<file path="src/rtl/cpa_pkg.sv">
package cpa_pkg;

	localparam int NUM_PAGES   = 4096;
	localparam int MAX_RUN     = 64;
	localparam int PG_OFS_BITS = 12;
	localparam int PAGE_BYTES  = 1 << PG_OFS_BITS;
	localparam int PAGE_IDX_W  = $clog2(NUM_PAGES);
	localparam int RUN_W       = $clog2(MAX_RUN + 1);
	localparam int WORD_W      = 64;
	localparam int OFS_W       = $clog2(WORD_W);
	localparam int NUM_WORDS   = NUM_PAGES / WORD_W;
	localparam int WORD_IDX_W  = $clog2(NUM_WORDS);
	localparam int WIN_W       = 2 * WORD_W;
	localparam int LVL_N       = $clog2(MAX_RUN) + 1;
	localparam int LVL_W       = $clog2(LVL_N);
	localparam int QUEUE_DEPTH = 2;
	localparam int QPTR_W      = $clog2(QUEUE_DEPTH);

	localparam int IN_DATA_W   = 64;
	localparam int OUT_DATA_W  = 72;
	localparam int ADDR_W      = 32;
	localparam int VADDR_W     = 64;
	localparam int BYTES_W     = 19;
	localparam int FREE_PG_W   = 7;

	// request kinds carried in s_tuser
	localparam logic REQ_ALLOC = 1'b0;
	localparam logic REQ_FREE  = 1'b1;

	// register select, taken from paddr[3]
	localparam logic REG_MEMORY_BASE    = 1'b0;
	localparam logic REG_VIRTUAL_OFFSET = 1'b1;

	localparam logic [ADDR_W-1:0] MEMORY_BASE_RST = 32'h0040_0000;

	typedef enum logic [1:0] {
		CMD_DONE,
		CMD_ALLOC,
		CMD_FREE
	} cmd_kind_t;

	typedef struct packed {
		cmd_kind_t             kind;
		logic                  ok;
		logic [RUN_W-1:0]      need;
		logic [PAGE_IDX_W-1:0] lo;
		logic [PAGE_IDX_W-1:0] last;
	} cpa_cmd_t;

	typedef enum logic [3:0] {
		ST_IDLE,
		ST_SCAN,
		ST_MARK_HI,
		ST_MARK_LO,
		ST_ADDR,
		ST_FREE_RD,
		ST_FREE_WR,
		ST_RESULT
	} back_state_t;

endpackage

</file>
<file path="src/rtl/cpa_queue.sv">
module cpa_queue import cpa_pkg::*; (
	input  logic     clk,
	input  logic     arst_n,
	input  logic     push,
	input  cpa_cmd_t din,
	input  logic     pop,
	output cpa_cmd_t dout,
	output logic     full,
	output logic     empty
);

	cpa_cmd_t           slot_q [QUEUE_DEPTH];
	logic [QPTR_W-1:0]  wr_ptr_q;
	logic [QPTR_W-1:0]  rd_ptr_q;
	logic [QPTR_W:0]    count_q;

	assign full  = count_q == (QPTR_W+1)'(QUEUE_DEPTH);
	assign empty = count_q == '0;
	assign dout  = slot_q[rd_ptr_q];

	always_ff @(posedge clk or negedge arst_n) begin
		if (!arst_n) begin
			wr_ptr_q <= '0;
			rd_ptr_q <= '0;
			count_q  <= '0;
		end else begin
			if (push) begin
				wr_ptr_q <= wr_ptr_q + 1'b1;
			end
			if (pop) begin
				rd_ptr_q <= rd_ptr_q + 1'b1;
			end
			if (push && !pop) begin
				count_q <= count_q + 1'b1;
			end else if (pop && !push) begin
				count_q <= count_q - 1'b1;
			end
		end
	end

	always_ff @(posedge clk) begin
		if (push) begin
			slot_q[wr_ptr_q] <= din;
		end
	end

endmodule

</file>
<file path="config.mk">
export PLATFORM = sky130hd
export DESIGN_NAME = cpa_queue
export DESIGN_NICKNAME = d
export VERILOG_FILES = /design/src/rtl/cpa_pkg.sv /design/src/rtl/cpa_queue.sv
export SDC_FILE = /design/constraint.sdc
export NUM_CORES = 1
export LEC_CHECK = 0
export BUFFER_PORTS_ARGS = -buffer_cell sky130_fd_sc_hd__buf_2
export CAP_MARGIN = 5
export CORE_MARGIN = 2
export CORE_UTILIZATION = 40
export DETAILED_ROUTE_END_ITERATION = 8
export GPL_TIMING_DRIVEN = 0
export SKIP_LAST_GASP = 1
export SLEW_MARGIN = 20
export SYNTH_ARGS = -nofsm -noshare
export SYNTH_HDL_FRONTEND = slang
export SYNTH_SLANG_ARGS = --single-unit
export TNS_END_PERCENT = 50
</file>
<file path="constraint.sdc">
create_clock -name clk -period 2.66 [get_ports clk]
set_clock_uncertainty 0.05 [all_clocks]
set_input_delay 0.133 -clock clk [delete_from_list [all_inputs] [get_ports clk]]
set_output_delay 0.133 -clock clk [all_outputs]
set_load 0.1 [all_outputs]
</file>
==> results of run 1 <==
==> metrics by stage <==
stage	setup TNS (ns)	instances	util, %	instance area [um^2]
after floorplan	0	122	-	2790
after global placement	-15.73	275	48.2	3260
after detailed placement	0	277	49.1	3320
after CTS	0	330	58.4	3950
after global routing	0	330	58.4	3950
final	0	330	58.4	3950
==> synth_stat cells <==
cell	n	share of area [%]
xnor2_1	1	0.31
mux2_4	29	16
dfrtp_1	4	3.6
buf_6	1	0.40
inv_1	1	0.13
buf_12	3	2.2
xor2_1	4	1.3
mux2_2	5	2.0
and2_1	1	0.22
nor2_1	2	0.27
nor2b_1	2	0.45
ha_1	1	0.45
edfxtp_1	68	73
==> logic make-up (layout without fill, tap and decap cells) <==
family | Yosys count | in the layout | share of synthesized area (%)
XOR/XNOR | 5 | 5 | 1.57
flip-flops | 72 | 72 | 76.7
multiplexers | 34 | 34 | 17.6
buffers and inverters | 5 | 133 | 2.69
adder cells (fa/ha/maj) | 1 | 1 | 0.448
AND/OR/NAND/NOR | 5 | 5 | 0.941
==> state kept, by name, indices dropped and copies added, names as in the netlist <==
signal    cells
slot_q       68
count_q       2
rd_ptr_q      1
wr_ptr_q      1
==> how the worst min path moves through the flow <==
stage                  to  slack, ns
2_1_floorplan  count_q[0]      -0.21
3_3_place_gp   count_q[1]      -0.11
3_5_place_dp   count_q[1]      -0.11
4_1_cts        count_q[0]       0.06
5_1_grt        count_q[0]       0.06
6_report         rd_ptr_q       0.07
==> layer usage <==
metal  track usage, %  vias up  wire length, um
met5                0        -                0
met4             4.62        0               70
met3             5.37        8              246
met2             23.5       44             2570
met1             15.4      728             1900
li1                 -      718                -
==> final cells by class <==
class                      count  area [um^2]  share of cell area, %
clock buffer                   9          124                   3.14
tap                           80          100                   2.53
clock inverter                 7          134                   3.39
multi-input combinational     45          583                   14.8
buffer                         4         71.3                   1.81
sequential                    72         2140                   54.2
timing repair buffer         112          791                   20.0
inverter                       1         3.75                 0.0951
==> repair_timing <==
item,4_1_cts,5_1_grt
hold buffers,37,0
resized for setup,0,0
setup endpoints to repair,0,0
hold endpoints to repair,74,0
==> results by group, run 1 <==
Status
  – Outcome: finished clean

Final layout
  – Most frequent cells in the layout: buf_2, edfxtp_1, dlygate4sd3_1
  – # fillers: 542
  – Layout cells sized above 1: 52.0%
  – Nets: 284
  – Antenna cell count: 0
  – Commonest non-fill, non-tap cell in the layout: buf_2
  – Area delta synth->final: 41.5%

Setup path
  – R2r endpoint: slot_q[0][6]
  – R2R depth: 2
  – Flop2flop setup slack: 1.24 ns
  – Crit path cell chain: buf_6, buf_12, mux2_4, buf_2
  – Family with the most delay on the worst path: buffers and inverters
  – CP Launch Type: register
  – Crit path arrival time: 1.63 ns
  – CP Max Fanout: 10
  – Critical path's slowest cell: buf_2
  – Critical path buffers and inverters: 3
  – Stages on worst setup path: 4
  – Max incr delay on CP: 0.41 ns
  – Setup crit end: dout[4]
  – Req. time, crit path: 2.48 ns
  – FF-to-FF Start: wr_ptr_q
  – Worst setup path class: register to primary output
  – CP Capture Type: primary output
  – Critical Path Start: rd_ptr_q

Timing
  – Final worst-path cycle share: 68.2%
  – Unrepaired setup endpoints after global routing: no
  – Pins over their slew limit: 0
  – Final Hold Vio Count: 0
  – Hold Slack: roughly 0.069 ns
  – Fmax: 551 MHz
  – Slew margin rel.: 66.8%
  – Actual slew at the worst max-slew pin: 0.501 ns
  – Minimum clock period: 1.81 ns
  – Worst setup margin: 0.846 ns
  – Final setup viols: 0

Place
  – Port buffer count: 73
  – Detailed placement HPWL: 3080 um
  – Pre-CTS WS: 1.20 ns
  – GPL Wtd Cong: 0.676

Clock network
  – Clk sinks: 72
  – Num CTS Buffers: 9
  – H-tree levels: 3
  – Clk_lat worst skew: 0.33 ns
  – Longest Clk Path Bufs: 2
  – Root Driver: clkbuf_8
  – Reg clk slew, reported paths: about 0.080 ns
  – CTS tree: done
  – Post-CTS setup buffers: 0

Floorplanning
  – Full die area: ~7700 um^2
  – Core ar.: 6760 um^2
  – Top-Level Pins: between 70 and 80
  – Die width: 87.5 um
  – FP Rows: 30
  – Starting Density: around two fifths
  – Die height: 87.5 um

Synthesis
  – Syn_area_per_cell: 22.9 um^2
  – Count of cell types in the netlist: 13
  – Synth Warn #: 0
  – Cell area after synthesis: 2790 um^2
  – Synthesized Nets: 161
  – Seq/Total Area, Yosys: 76.7%
  – Cells after Synth: 122
  – Post-synthesis register bit count: 72

Job
  – Max-cap violations: 0

GRT
  – Vias in the first global route: 1,584
  – Largest net degree at the start of global routing: 24
  – All-Layer GR Usage: a little over an eighth
  – Grt total ovfl: 0
  – Initial antenna violation count: 0
  – First-pass GRT wire length: 7540 um

Routing
  – Vias/cell: 4.54
  – Pre-antenna DRT Iters: 4
  – DRC errors left: 0
  – Routed wire per std cell: 14.5 um
  – Initial drt markers: 49
  – WL final: 4790 um
  – Post-route ant nets: 0
  – Via count: 1,498

Worst hold path
  – Hold Crit Class: input port to asynchronous set/reset pin
Power of run 1 is left out: the tool's default activity adds up to more than one toggle a clock period on the data nets, which glitch-free logic cannot reach.
==> inputs of run 2 (changes only) <==
==> constraint.sdc (replaced) <==
create_clock -name clk -period 1.8 [get_ports clk]
set_clock_uncertainty 0.05 [all_clocks]
set_input_delay 0.09 -clock clk [delete_from_list [all_inputs] [get_ports clk]]
set_output_delay 0.09 -clock clk [all_outputs]
set_load 0.1 [all_outputs]
==> results by group, run 2 (same netlist as run 1, synthesis figures left out) <==
Final layout
  – Biggest register: slot_q
  – Max reg flops: just under 70
  – Antenna cell count: 0
  – Nets: 284
  – Commonest non-fill, non-tap cell in the layout: edfxtp_1
  – Finished Layout Cells: 329
  – Top flop regs: slot_q: 68 flops, count_q: 2 flops
  – Layout cells sized above 1: 51.8%
  – Area delta synth->final: 39.0%
  – Most frequent cells in the layout: edfxtp_1, buf_2, dlygate4sd3_1

Floorplanning
  – Die width: between 80 and 90 um
  – Core ar.: 6760 um^2
  – Starting Density: 41.3%
  – Full die area: about 7700 um^2
  – FP Rows: 30
  – Top-Level Pins: 74
  – Die height: 87.5 um

Clock network
  – Num CTS Buffers: 9
  – Clk sinks: around 70
  – H-tree levels: 3
  – CTS tree: done
  – Clk_lat worst skew: between 0.3 and 0.4 ns
  – Post-CTS setup buffers: 0
  – Root Driver: clkbuf_8
  – Reg clk slew, reported paths: ~0.060 ns
  – Longest Clk Path Bufs: 2

Status
  – Outcome: finished clean

Setup path
  – Crit path arrival time: approximately 1.6 ns
  – Worst setup path class: register to primary output
  – CP Max Fanout: 10
  – Req. time, crit path: 1.66 ns
  – CP Launch Type: register
  – CP Capture Type: primary output

Job
  – Max-cap violations: 0

Timing
  – Actual slew at the worst max-slew pin: 0.508 ns
  – Final worst-path cycle share: a little over nine tenths
  – Pins over their slew limit: 0
  – Fmax: 571 MHz
  – Final setup viols: 0
  – Final Hold Vio Count: 0
  – Slew margin rel.: 66.4%
  – Worst setup margin: around 0.048 ns
  – Minimum clock period: approximately 1.8 ns
  – Unrepaired setup endpoints after global routing: yes

Place
  – Port buffer count: 73
  – GPL Wtd Cong: 0.665
  – Pre-CTS WS: 0.344 ns
  – Detailed placement HPWL: 3280 um
  – Dpl cells: between 200 and 300

Routing
  – Via count: roughly 1.5k
  – Routed wire per std cell: 14.8 um
  – Post-route ant nets: 0
  – DRC errors left: 0
  – Vias/cell: around 4.5
  – Pre-antenna DRT Iters: 4
  – WL final: 4860 um
  – Initial drt markers: 63

GRT
  – Met3 Use GR: 4.90%
  – Met1 Track Usage GR: 14.1%
  – Vias in the first global route: 1,648
  – First-pass GRT wire length: ~7500 um
  – Grt peak-use layer: met2
  – Grt total ovfl: 0
  – Largest net degree at the start of global routing: 23
  – Initial antenna violation count: 0
  – All-Layer GR Usage: 13.5%
  – Grt met2 use: 24.9%

Worst hold path
  – Hold Crit Class: input port to asynchronous set/reset pin
## run 2: cell types whose count changed in the layout (fill, tap and decap cells not counted)
cell	change
clkinv_2	+3
clkbuf_1	+1
bufinv_16	-4
clkbuf_4	+14
clkinv_1	-1
buf_2	-14
## run 2: layout make-up
cell class                      count  area, um^2
Buffer                              4        71.3
Clock buffer                       10         128
Clock inverter                      5        25.0
Fill cell                         534        2880
Inverter                            1        3.75
Multi-Input combinational cell     45         583
Sequential cell                    72        2140
Tap cell                           80         100
Timing Repair Buffer              112         826
## run 2: repair_timing
action,4_1_cts,5_1_grt
hold endpoints to repair,74,0
gates resized for setup,0,14
setup endpoints to repair,0,29
hold buffers,37,0
## run 2: final timing paths
check	slack (ns)	startpoint	end	cells after the start
min in group clk	0.43	din[11]	slot_q[1][11]	2
min	0.05	arst_n	rd_ptr_q	2
max in group asynchronous	1.54	arst_n	count_q[0]	2
max reg2reg	0.35	wr_ptr_q	slot_q[0][3]	2
min reg2reg	0.47	count_q[1]	count_q[1]	1
max	0.05	rd_ptr_q	dout[10]	4
## run 2: critical path: stages (launching register included)
cell     delay [ns]
dfrtp_1        0.37
buf_6          0.15
buf_12         0.15
mux2_4         0.19
buf_2          0.41
## run 2: routing by layer
layer	vias up	part of all wire (%)
li1	718	-
met1	719	39
met2	38	56
met3	6	4.2
met4	0	1.2
met5	-	0
## run 2: metrics by stage
stage	area [um^2]	hold WS (ns)	utilization [%]	setup TNS, ns
floorplan	2790	-0.256	-	-0.113
global placement	3260	-0.156	48.2	-19.15
detailed placement	3320	-0.150	49.1	0
CTS	3840	0.0223	56.9	0
global route	3880	0.0436	57.4	-0.191
finish	3880	0.0450	57.4	0
Power of run 2 is left out for the same reason.
