<file path="src/rtl/cpa_pkg.sv">
package cpa_pkg;

	localparam int NUM_PAGES   = 4096;
	localparam int MAX_RUN     = 64;
	localparam int PG_OFS_BITS = 12;
	localparam int PAGE_BYTES  = 1 << PG_OFS_BITS;
	localparam int PAGE_IDX_W  = $clog2(NUM_PAGES);
	localparam int RUN_W       = $clog2(MAX_RUN + 1);
	localparam int WORD_W      = 64;
	localparam int OFS_W       = $clog2(WORD_W);
	localparam int NUM_WORDS   = NUM_PAGES / WORD_W;
	localparam int WORD_IDX_W  = $clog2(NUM_WORDS);
	localparam int WIN_W       = 2 * WORD_W;
	localparam int LVL_N       = $clog2(MAX_RUN) + 1;
	localparam int LVL_W       = $clog2(LVL_N);
	localparam int QUEUE_DEPTH = 2;
	localparam int QPTR_W      = $clog2(QUEUE_DEPTH);

	localparam int IN_DATA_W   = 64;
	localparam int OUT_DATA_W  = 72;
	localparam int ADDR_W      = 32;
	localparam int VADDR_W     = 64;
	localparam int BYTES_W     = 19;
	localparam int FREE_PG_W   = 7;

	// request kinds carried in s_tuser
	localparam logic REQ_ALLOC = 1'b0;
	localparam logic REQ_FREE  = 1'b1;

	// register select, taken from paddr[3]
	localparam logic REG_MEMORY_BASE    = 1'b0;
	localparam logic REG_VIRTUAL_OFFSET = 1'b1;

	localparam logic [ADDR_W-1:0] MEMORY_BASE_RST = 32'h0040_0000;

	typedef enum logic [1:0] {
		CMD_DONE,
		CMD_ALLOC,
		CMD_FREE
	} cmd_kind_t;

	typedef struct packed {
		cmd_kind_t             kind;
		logic                  ok;
		logic [RUN_W-1:0]      need;
		logic [PAGE_IDX_W-1:0] lo;
		logic [PAGE_IDX_W-1:0] last;
	} cpa_cmd_t;

	typedef enum logic [3:0] {
		ST_IDLE,
		ST_SCAN,
		ST_MARK_HI,
		ST_MARK_LO,
		ST_ADDR,
		ST_FREE_RD,
		ST_FREE_WR,
		ST_RESULT
	} back_state_t;

endpackage

</file>
<file path="src/rtl/cpa_front.sv">
module cpa_front import cpa_pkg::*; (
	input  logic                 s_tvalid,
	output logic                 s_tready,
	input  logic [IN_DATA_W-1:0] s_tdata,
	input  logic                 s_tuser,
	input  logic [ADDR_W-1:0]    memory_base,
	input  logic                 q_full,
	output logic                 q_push,
	output cpa_cmd_t             q_din
);

	logic [BYTES_W-1:0]   byte_count;
	logic [ADDR_W-1:0]    free_addr;
	logic [FREE_PG_W-1:0] free_pages;
	logic [BYTES_W:0]     bytes_up;
	logic [BYTES_W-PG_OFS_BITS:0] need;
	logic [ADDR_W-1:0]    offs;
	logic [ADDR_W-PG_OFS_BITS-1:0] first_pg;
	logic [ADDR_W-PG_OFS_BITS:0]   hi_pg;
	logic                 hi_ok;

	assign byte_count = s_tdata[BYTES_W-1:0];
	assign free_addr  = s_tdata[BYTES_W+ADDR_W-1:BYTES_W];
	assign free_pages = s_tdata[BYTES_W+ADDR_W+FREE_PG_W-1:BYTES_W+ADDR_W];

	assign s_tready = !q_full;
	assign q_push   = s_tvalid && !q_full;

	// round the byte count up to whole pages
	assign bytes_up = {1'b0, byte_count} + (BYTES_W+1)'(PAGE_BYTES - 1);
	assign need     = bytes_up[BYTES_W:PG_OFS_BITS];

	assign offs     = free_addr - memory_base;
	assign first_pg = offs[ADDR_W-1:PG_OFS_BITS];
	assign hi_pg    = {1'b0, first_pg} + (ADDR_W-PG_OFS_BITS+1)'(free_pages);
	assign hi_ok    = hi_pg <= (ADDR_W-PG_OFS_BITS+1)'(NUM_PAGES);

	always_comb begin
		q_din.kind = CMD_DONE;
		q_din.ok   = 1'b0;
		q_din.need = '0;
		q_din.lo   = '0;
		q_din.last = '0;
		case (s_tuser)
			REQ_ALLOC: begin
				if (need != '0 && need <= (BYTES_W-PG_OFS_BITS+1)'(MAX_RUN)) begin
					q_din.kind = CMD_ALLOC;
					q_din.need = need[RUN_W-1:0];
				end
			end
			REQ_FREE: begin
				if (free_pages == '0) begin
					q_din.ok = 1'b1;
				end else if (free_addr >= memory_base &&
						first_pg < (ADDR_W-PG_OFS_BITS)'(NUM_PAGES)) begin
					// pages past the end of the map are dropped and flagged
					q_din.kind = CMD_FREE;
					q_din.ok   = hi_ok;
					q_din.lo   = first_pg[PAGE_IDX_W-1:0];
					q_din.last = hi_ok ? PAGE_IDX_W'(hi_pg - 1'b1)
						: PAGE_IDX_W'(NUM_PAGES - 1);
				end
			end
			default: begin
				q_din.kind = CMD_DONE;
			end
		endcase
	end

endmodule

</file>
<file path="config.mk">
export PLATFORM = sky130hd
export DESIGN_NAME = cpa_front
export DESIGN_NICKNAME = d
export VERILOG_FILES = /design/src/rtl/cpa_pkg.sv /design/src/rtl/cpa_front.sv
export SDC_FILE = /design/constraint.sdc
export NUM_CORES = 1
export LEC_CHECK = 0
export ABC_AREA = 1
export BUFFER_PORTS_ARGS = -buffer_cell sky130_fd_sc_hd__buf_2
export CORE_ASPECT_RATIO = 0.6
export CORE_MARGIN = 3
export CORE_UTILIZATION = 45
export DETAILED_ROUTE_END_ITERATION = 6
export PLACE_DENSITY_LB_ADDON = 0.1
export SYNTH_ARGS = -nofsm -noshare
export SYNTH_HDL_FRONTEND = slang
export SYNTH_SLANG_ARGS = --single-unit
</file>
<file path="constraint.sdc">
create_clock -name vclk -period 5.31
set_input_delay 1.062 -clock vclk [all_inputs]
set_output_delay 1.062 -clock vclk [all_outputs]
set_load 0.05 [all_outputs]
</file>
==> results of run 1 <==
==> path summary, 6_finish.rpt <==
| check | end | slack (ns) | cells after the start |
|---|---|---|---|
| max | q_din[2] | -0.50 | 28 |
| min | q_push | 2.44 | 3 |
==> routing by layer <==
metal / vias to the layer above / wire length [microns] / part of all wire, %
met5: - / 0 / 0
met3: 20 / 1360 / 8.8
met4: 0 / 166 / 1.1
li1: 3040 / - / -
met1: 2583 / 7390 / 47
met2: 262 / 6640 / 43
==> logic make-up after synthesis <==
family / count (synthesis) / synth area share [%]
buffers and inverters: 196 / 18.4
adders and majority gates: 41 / 12.7
AOI/OAI and AO/OA: 57 / 8.67
and+or+nand+nor: 501 / 55.3
xor gates and xnor gates: 23 / 4.93
==> worst min-delay path: cells and delay by family <==
family                 cells  cell delay [ns]
buffers and inverters      2             0.29
and+or+nand+nor            1             0.04
==> Yosys cell counts, types with 2 or more instances <==
cell type / n
nand2_1: 297
inv_1: 182
inv_2: 11
and2_1: 3
a31o_2: 4
a21oi_2: 12
nand4_1: 19
o21ai_0: 9
nor2_2: 12
or2_2: 2
xnor2_1: 7
nor3_1: 3
nand3_2: 4
nor2_1: 74
nor2_4: 8
nand2_2: 16
buf_2: 2
o21ai_1: 2
nor4_1: 4
o21bai_1: 2
ha_1: 40
a21oi_1: 26
nand3_1: 50
nand2_4: 4
xor2_1: 16
==> where the power goes <==
group,internal (uW),total [uW],switching (uW)
Sequential,0,0,0
Combinational,479,1060,582
Clock,0,0,0
Total,479,1060,582
==> timing repair <==
item,CTS,global route
endpoints found under the setup margin,13,25
buffers inserted,32,4
pin swaps,39,32
resized for setup,98,72
endpoints found under the hold margin,0,0
cloned,1,0
==> through the flow <==
stage | area (sq um) | util, % | hold WS [ns] | total power, uW
3_3_place_gp | 5860 | 67.7 | 2.43 | 841
6_report | 6830 | 78.9 | 2.44 | 1060
5_1_grt | 6830 | 78.9 | 2.46 | 1160
4_1_cts | 6580 | 76.1 | 2.43 | 959
3_5_place_dp | 5860 | 67.7 | 2.43 | 852
2_1_floorplan | 4230 | - | 2.30 | 520
==> final cells by class <==
cell class,count,area [sq um]
Inverter,193,734
Fill cell,649,1820
Tap cell,112,140
Multi-Input combinational cell,622,3980
Timing Repair Buffer,280,1970
==> reports/results.ini, run 1 <==
[die]
die_w_microns = 129
core_area_sq_um = 8650
rows = 26
start_util_pct = 47.2
fp.dieH_microns = 79.8
dieArea_sq_um = 10300
io-pin-count = 135

[placed_design]
gp_congestion = 0.934
portBuffers = 129
place_inst = 1171
post-place-ws_ns = -0.688
hpwl_microns = 11300

[synth]
synthDistinctLibCells = 34
synth_top_area_share_pct = 27.3
avgSynthCellArea_sq_um = 4.99
ys_seq_area_share_pct = 0
synth_area_leader_cell = nand2_1
syn_nets = 958
ys_warn_count = 0
synthCells = 818
mappedNetlistArea_sq_um = 4080
synthTopCellsByArea = nand2_1, inv_1, ha_1

[layout]
clock_buffers = 0
n_sequential_cell = 0
regArea_sq_um = 0
antenna_cells = 0
drive_gt1_share_pct = 41.0
final_cell_mix = nand2_1, inv_1, buf_4
areaGrowthSynthToFinish_pct = 67.3
nets = 1237
fin_cells = 1207
layout_commonest_cell = nand2_1

[sta]
fin_crit_ns = 5.81
setup_viol = 13
rsz0062_at_grt = true
final-hold-violation-count = 0
worst_slack_ns = -0.496
drv_slew = 0
slew-limit-headroom_pct = 76.7
max_freq_mhz = 172
worst-slew-pin-transition_ns = 0.350
fin_crit_sh_pct = 109
setup_tns_ns = -5.85

[drt]
wl_per_cell_microns = 12.9
wirelength_microns = 15600
ant_nets = 0
drc = 0
viasPerCell = 4.89
drt_iter0_markers = 580
dr.pass1.iters = 5
via_count = 5905

[run]
maxCapViolations = 0

[global_route]
grt_pass1_wl_microns = 23500
grt-ovfl-total = 0
antenna_found_initial = 0
grt_util_met3_pct = 2.27
grtUsageTotal_pct = 27.2
grt.met1_usage_pct = 41.0
grt_max_degree = 25
grt_busiest_layer = met2
use_met2_pct = 43.6
grt_pass1_vias = 5242

[worst_hold_path]
hold_class = primary input to output port
hp-start = q_full

[worst_setup_path]
worstPathRequired_ns = 4.25
path_buf_inv = 7
critical_path.slowest_cell = fa_2
crit_type = primary input to output port
crit_path_start = memory_base[9]
cp-end-kind = output port
critPathMaxStageDelay_ns = 0.43
path_delay_family = simple AND/OR/NAND/NOR gates
path_max_fanout = 6
startpoint_type = primary input
crit_arrival_ns = 4.74

[power_and_ir_drop]
worst_ir_drop_vdd_mv = 0.0911
cellLeakagePower_uw = 0.00409
powerDensity_nw_per_um2 = 155

[cts]
cts_hold_buffers = 0

[outcome]
run_status = finished, violations left
failed_checks = setup timing

(Power assumes the default switching activity.)
==> inputs of run 2 (changes only) <==
--- a/config.mk
+++ b/config.mk
@@ -8,7 +8,7 @@
 export ABC_AREA = 1
 export BUFFER_PORTS_ARGS = -buffer_cell sky130_fd_sc_hd__buf_2
 export CORE_ASPECT_RATIO = 0.6
-export CORE_MARGIN = 3
+export CORE_MARGIN = 5
 export CORE_UTILIZATION = 45
 export DETAILED_ROUTE_END_ITERATION = 6
 export PLACE_DENSITY_LB_ADDON = 0.1
==> run 2 against run 1 <==
Against the previous run: the flow still finishes with violations (setup timing); clock-buffer cell count is the same; non-clock buffer count grew 12; sequential share of layout area did not move; final area is 1.3% higher; die area is 8.3% higher; worst hold slack worse by 0.0083 ns; global-route usage is 0.80 points lower; combinational power about the same; setup slack gained 0.071 ns; utilization grew 0.76 points; maximum frequency up 1.2%; critical path depth is 1 higher; critical path type unchanged; critical endpoint unchanged.
==> reports/results.ini, run 2 (synthesis gave the netlist of run 1 again) <==
[worst_setup_path]
path_buf_inv = 4  ; was 7
path_delay_family = simple AND/OR/NAND/NOR gates  ; unchanged
startpoint_type = primary input  ; unchanged
worstPathRequired_ns = 4.25  ; about the same
path_max_fanout = 6  ; unchanged
critical_path.slowest_cell = fa_2  ; unchanged
crit_type = primary input to output port  ; unchanged
worst-path-stages = 29  ; was 28
critPathMaxStageDelay_ns = 0.40  ; was 0.43 ns
cp-end-kind = output port  ; unchanged
cp_common_cell = nand2_1
crit_arrival_ns = 4.67  ; was 4.74 ns
crit_path_start = s_tdata[26]  ; was memory_base[9]

[outcome]
run_status = finished, violations left  ; unchanged
failed_checks = setup timing  ; unchanged

[power_and_ir_drop]
switching_share_pct = 54.4  ; was 54.9%
cellLeakagePower_uw = 0.00413  ; was 0.00409 uW
powerDensity_nw_per_um2 = 155  ; about the same
clkPwrFrac_pct = 0  ; about the same
power_switching_uw = 585  ; was 582 uW
worst_ir_drop_vdd_mv = 0.0892  ; was 0.0911 mV
combPwrFrac_pct = 100.0  ; about the same
p_seq_share_pct = 0  ; about the same
intPower_uw = 490  ; was 479 uW

[die]
core_area_sq_um = 8690  ; was 8650 sq um
fp.dieH_microns = 83.8  ; was 79.8 microns
rows = 26  ; unchanged
die_w_microns = 133  ; was 129 microns
start_util_pct = 47.0  ; was 47.2%
io-pin-count = 135  ; unchanged
dieArea_sq_um = 11100  ; was 10,300 sq um

[global_route]
antenna_found_initial = 0  ; unchanged
grtUsageTotal_pct = 26.4  ; was 27.2%
grt-ovfl-total = 0  ; unchanged
grt_max_degree = 25  ; unchanged
grt_pass1_vias = 5638  ; was 5,242
grt_pass1_wl_microns = 25500  ; was 23,500 microns

[sta]
drv_slew = 0  ; unchanged
setup_viol = 13  ; unchanged
fin_crit_ns = 5.73  ; was 5.81 ns
worst-slew-pin-transition_ns = 0.344  ; was 0.350 ns
slew-limit-headroom_pct = 77.1  ; was 76.7%
worst_slack_ns = -0.424  ; was -0.496 ns
final-hold-violation-count = 0  ; unchanged
fin_crit_sh_pct = 108  ; was 109%
max_freq_mhz = 174  ; was 172 MHz
rsz0062_at_grt = true  ; unchanged
setup_tns_ns = -5.26  ; was -5.85 ns

[layout]
antenna_cells = 0  ; unchanged
n_sequential_cell = 0  ; unchanged
clock_buffers = 0  ; unchanged
nets = 1249  ; was 1,237
areaGrowthSynthToFinish_pct = 69.5  ; was 67.3%
layout_commonest_cell = nand2_1  ; unchanged
final_cell_mix = nand2_1, inv_1, buf_4  ; unchanged
drive_gt1_share_pct = 43.4  ; was 41.0%
regArea_sq_um = 0  ; unchanged
final_area_sq_um = 6920  ; was 6830 sq um

[placed_design]
placed_area_sq_um = 5880  ; was 5860 sq um
portBuffers = 129  ; unchanged
gp_congestion = 0.993  ; was 0.934
post-place-ws_ns = -0.679  ; was -0.688 ns
hpwl_microns = 11500  ; was 11,300 microns

[drt]
dr.pass1.iters = 7  ; was 5
drt_iter0_markers = 558  ; was 580
wirelength_microns = 15900  ; was 15,600 microns
via_count = 6039  ; was 5,905
wl_per_cell_microns = 13.1  ; was 12.9 microns
drc = 0  ; unchanged
ant_nets = 0  ; unchanged
viasPerCell = 4.95  ; was 4.89

[worst_hold_path]
hold_class = primary input to output port  ; unchanged
hp-start = q_full  ; unchanged
hold_depth = 3  ; unchanged

[cts]
cts_hold_buffers = 0  ; unchanged

[run]
maxCapViolations = 0  ; unchanged

## run 2: through the flow
stage	hold slack, ns	std cells	power, uW	util [%]
after floorplan	2.30	818	520	-
after global placement	2.43	1173	843	67.7
after detailed placement	2.44	1173	854	67.7
after CTS	2.44	1213	974	76.8
after global routing	2.45	1219	1180	79.7
final	2.44	1219	1070	79.7
## run 2: power by group through the flow
stage	clock network [uW]	logic, uW	registers, uW
5_1_grt	0	1180	0
6_report	0	1070	0
3_3_place_gp	0	843	0
3_5_place_dp	0	854	0
2_1_floorplan	0	520	0
4_1_cts	0	974	0
## run 2: layer usage
layer  share of wire [%]  up-vias  wire, microns  track usage (%)
li1                    -     3058              -                -
met1                  47     2668           7500             38.4
met2                  42      285           6680             41.9
met3                 9.6       28           1520             4.28
met4                 1.3        0            208             3.02
met5                   0        -              0                0
## run 2: worst paths after layout
check,endpoint
max,q_din[2]
min,s_tready
## run 2: cell type report
class	count	area (sq um)
Timing Repair Buffer	292	2010
Multi-Input combinational cell	622	4040
Tap cell	112	140
Fill cell	652	1760
Inverter	193	734
## run 2: repair_timing
action                                 4_1_cts  5_1_grt
setup endpoints to repair                   13       25
resized for setup                          117       49
pin swaps                                   59       40
endpoints found under the hold margin        0        0
cloned                                       1        0
setup buffers                               39        8
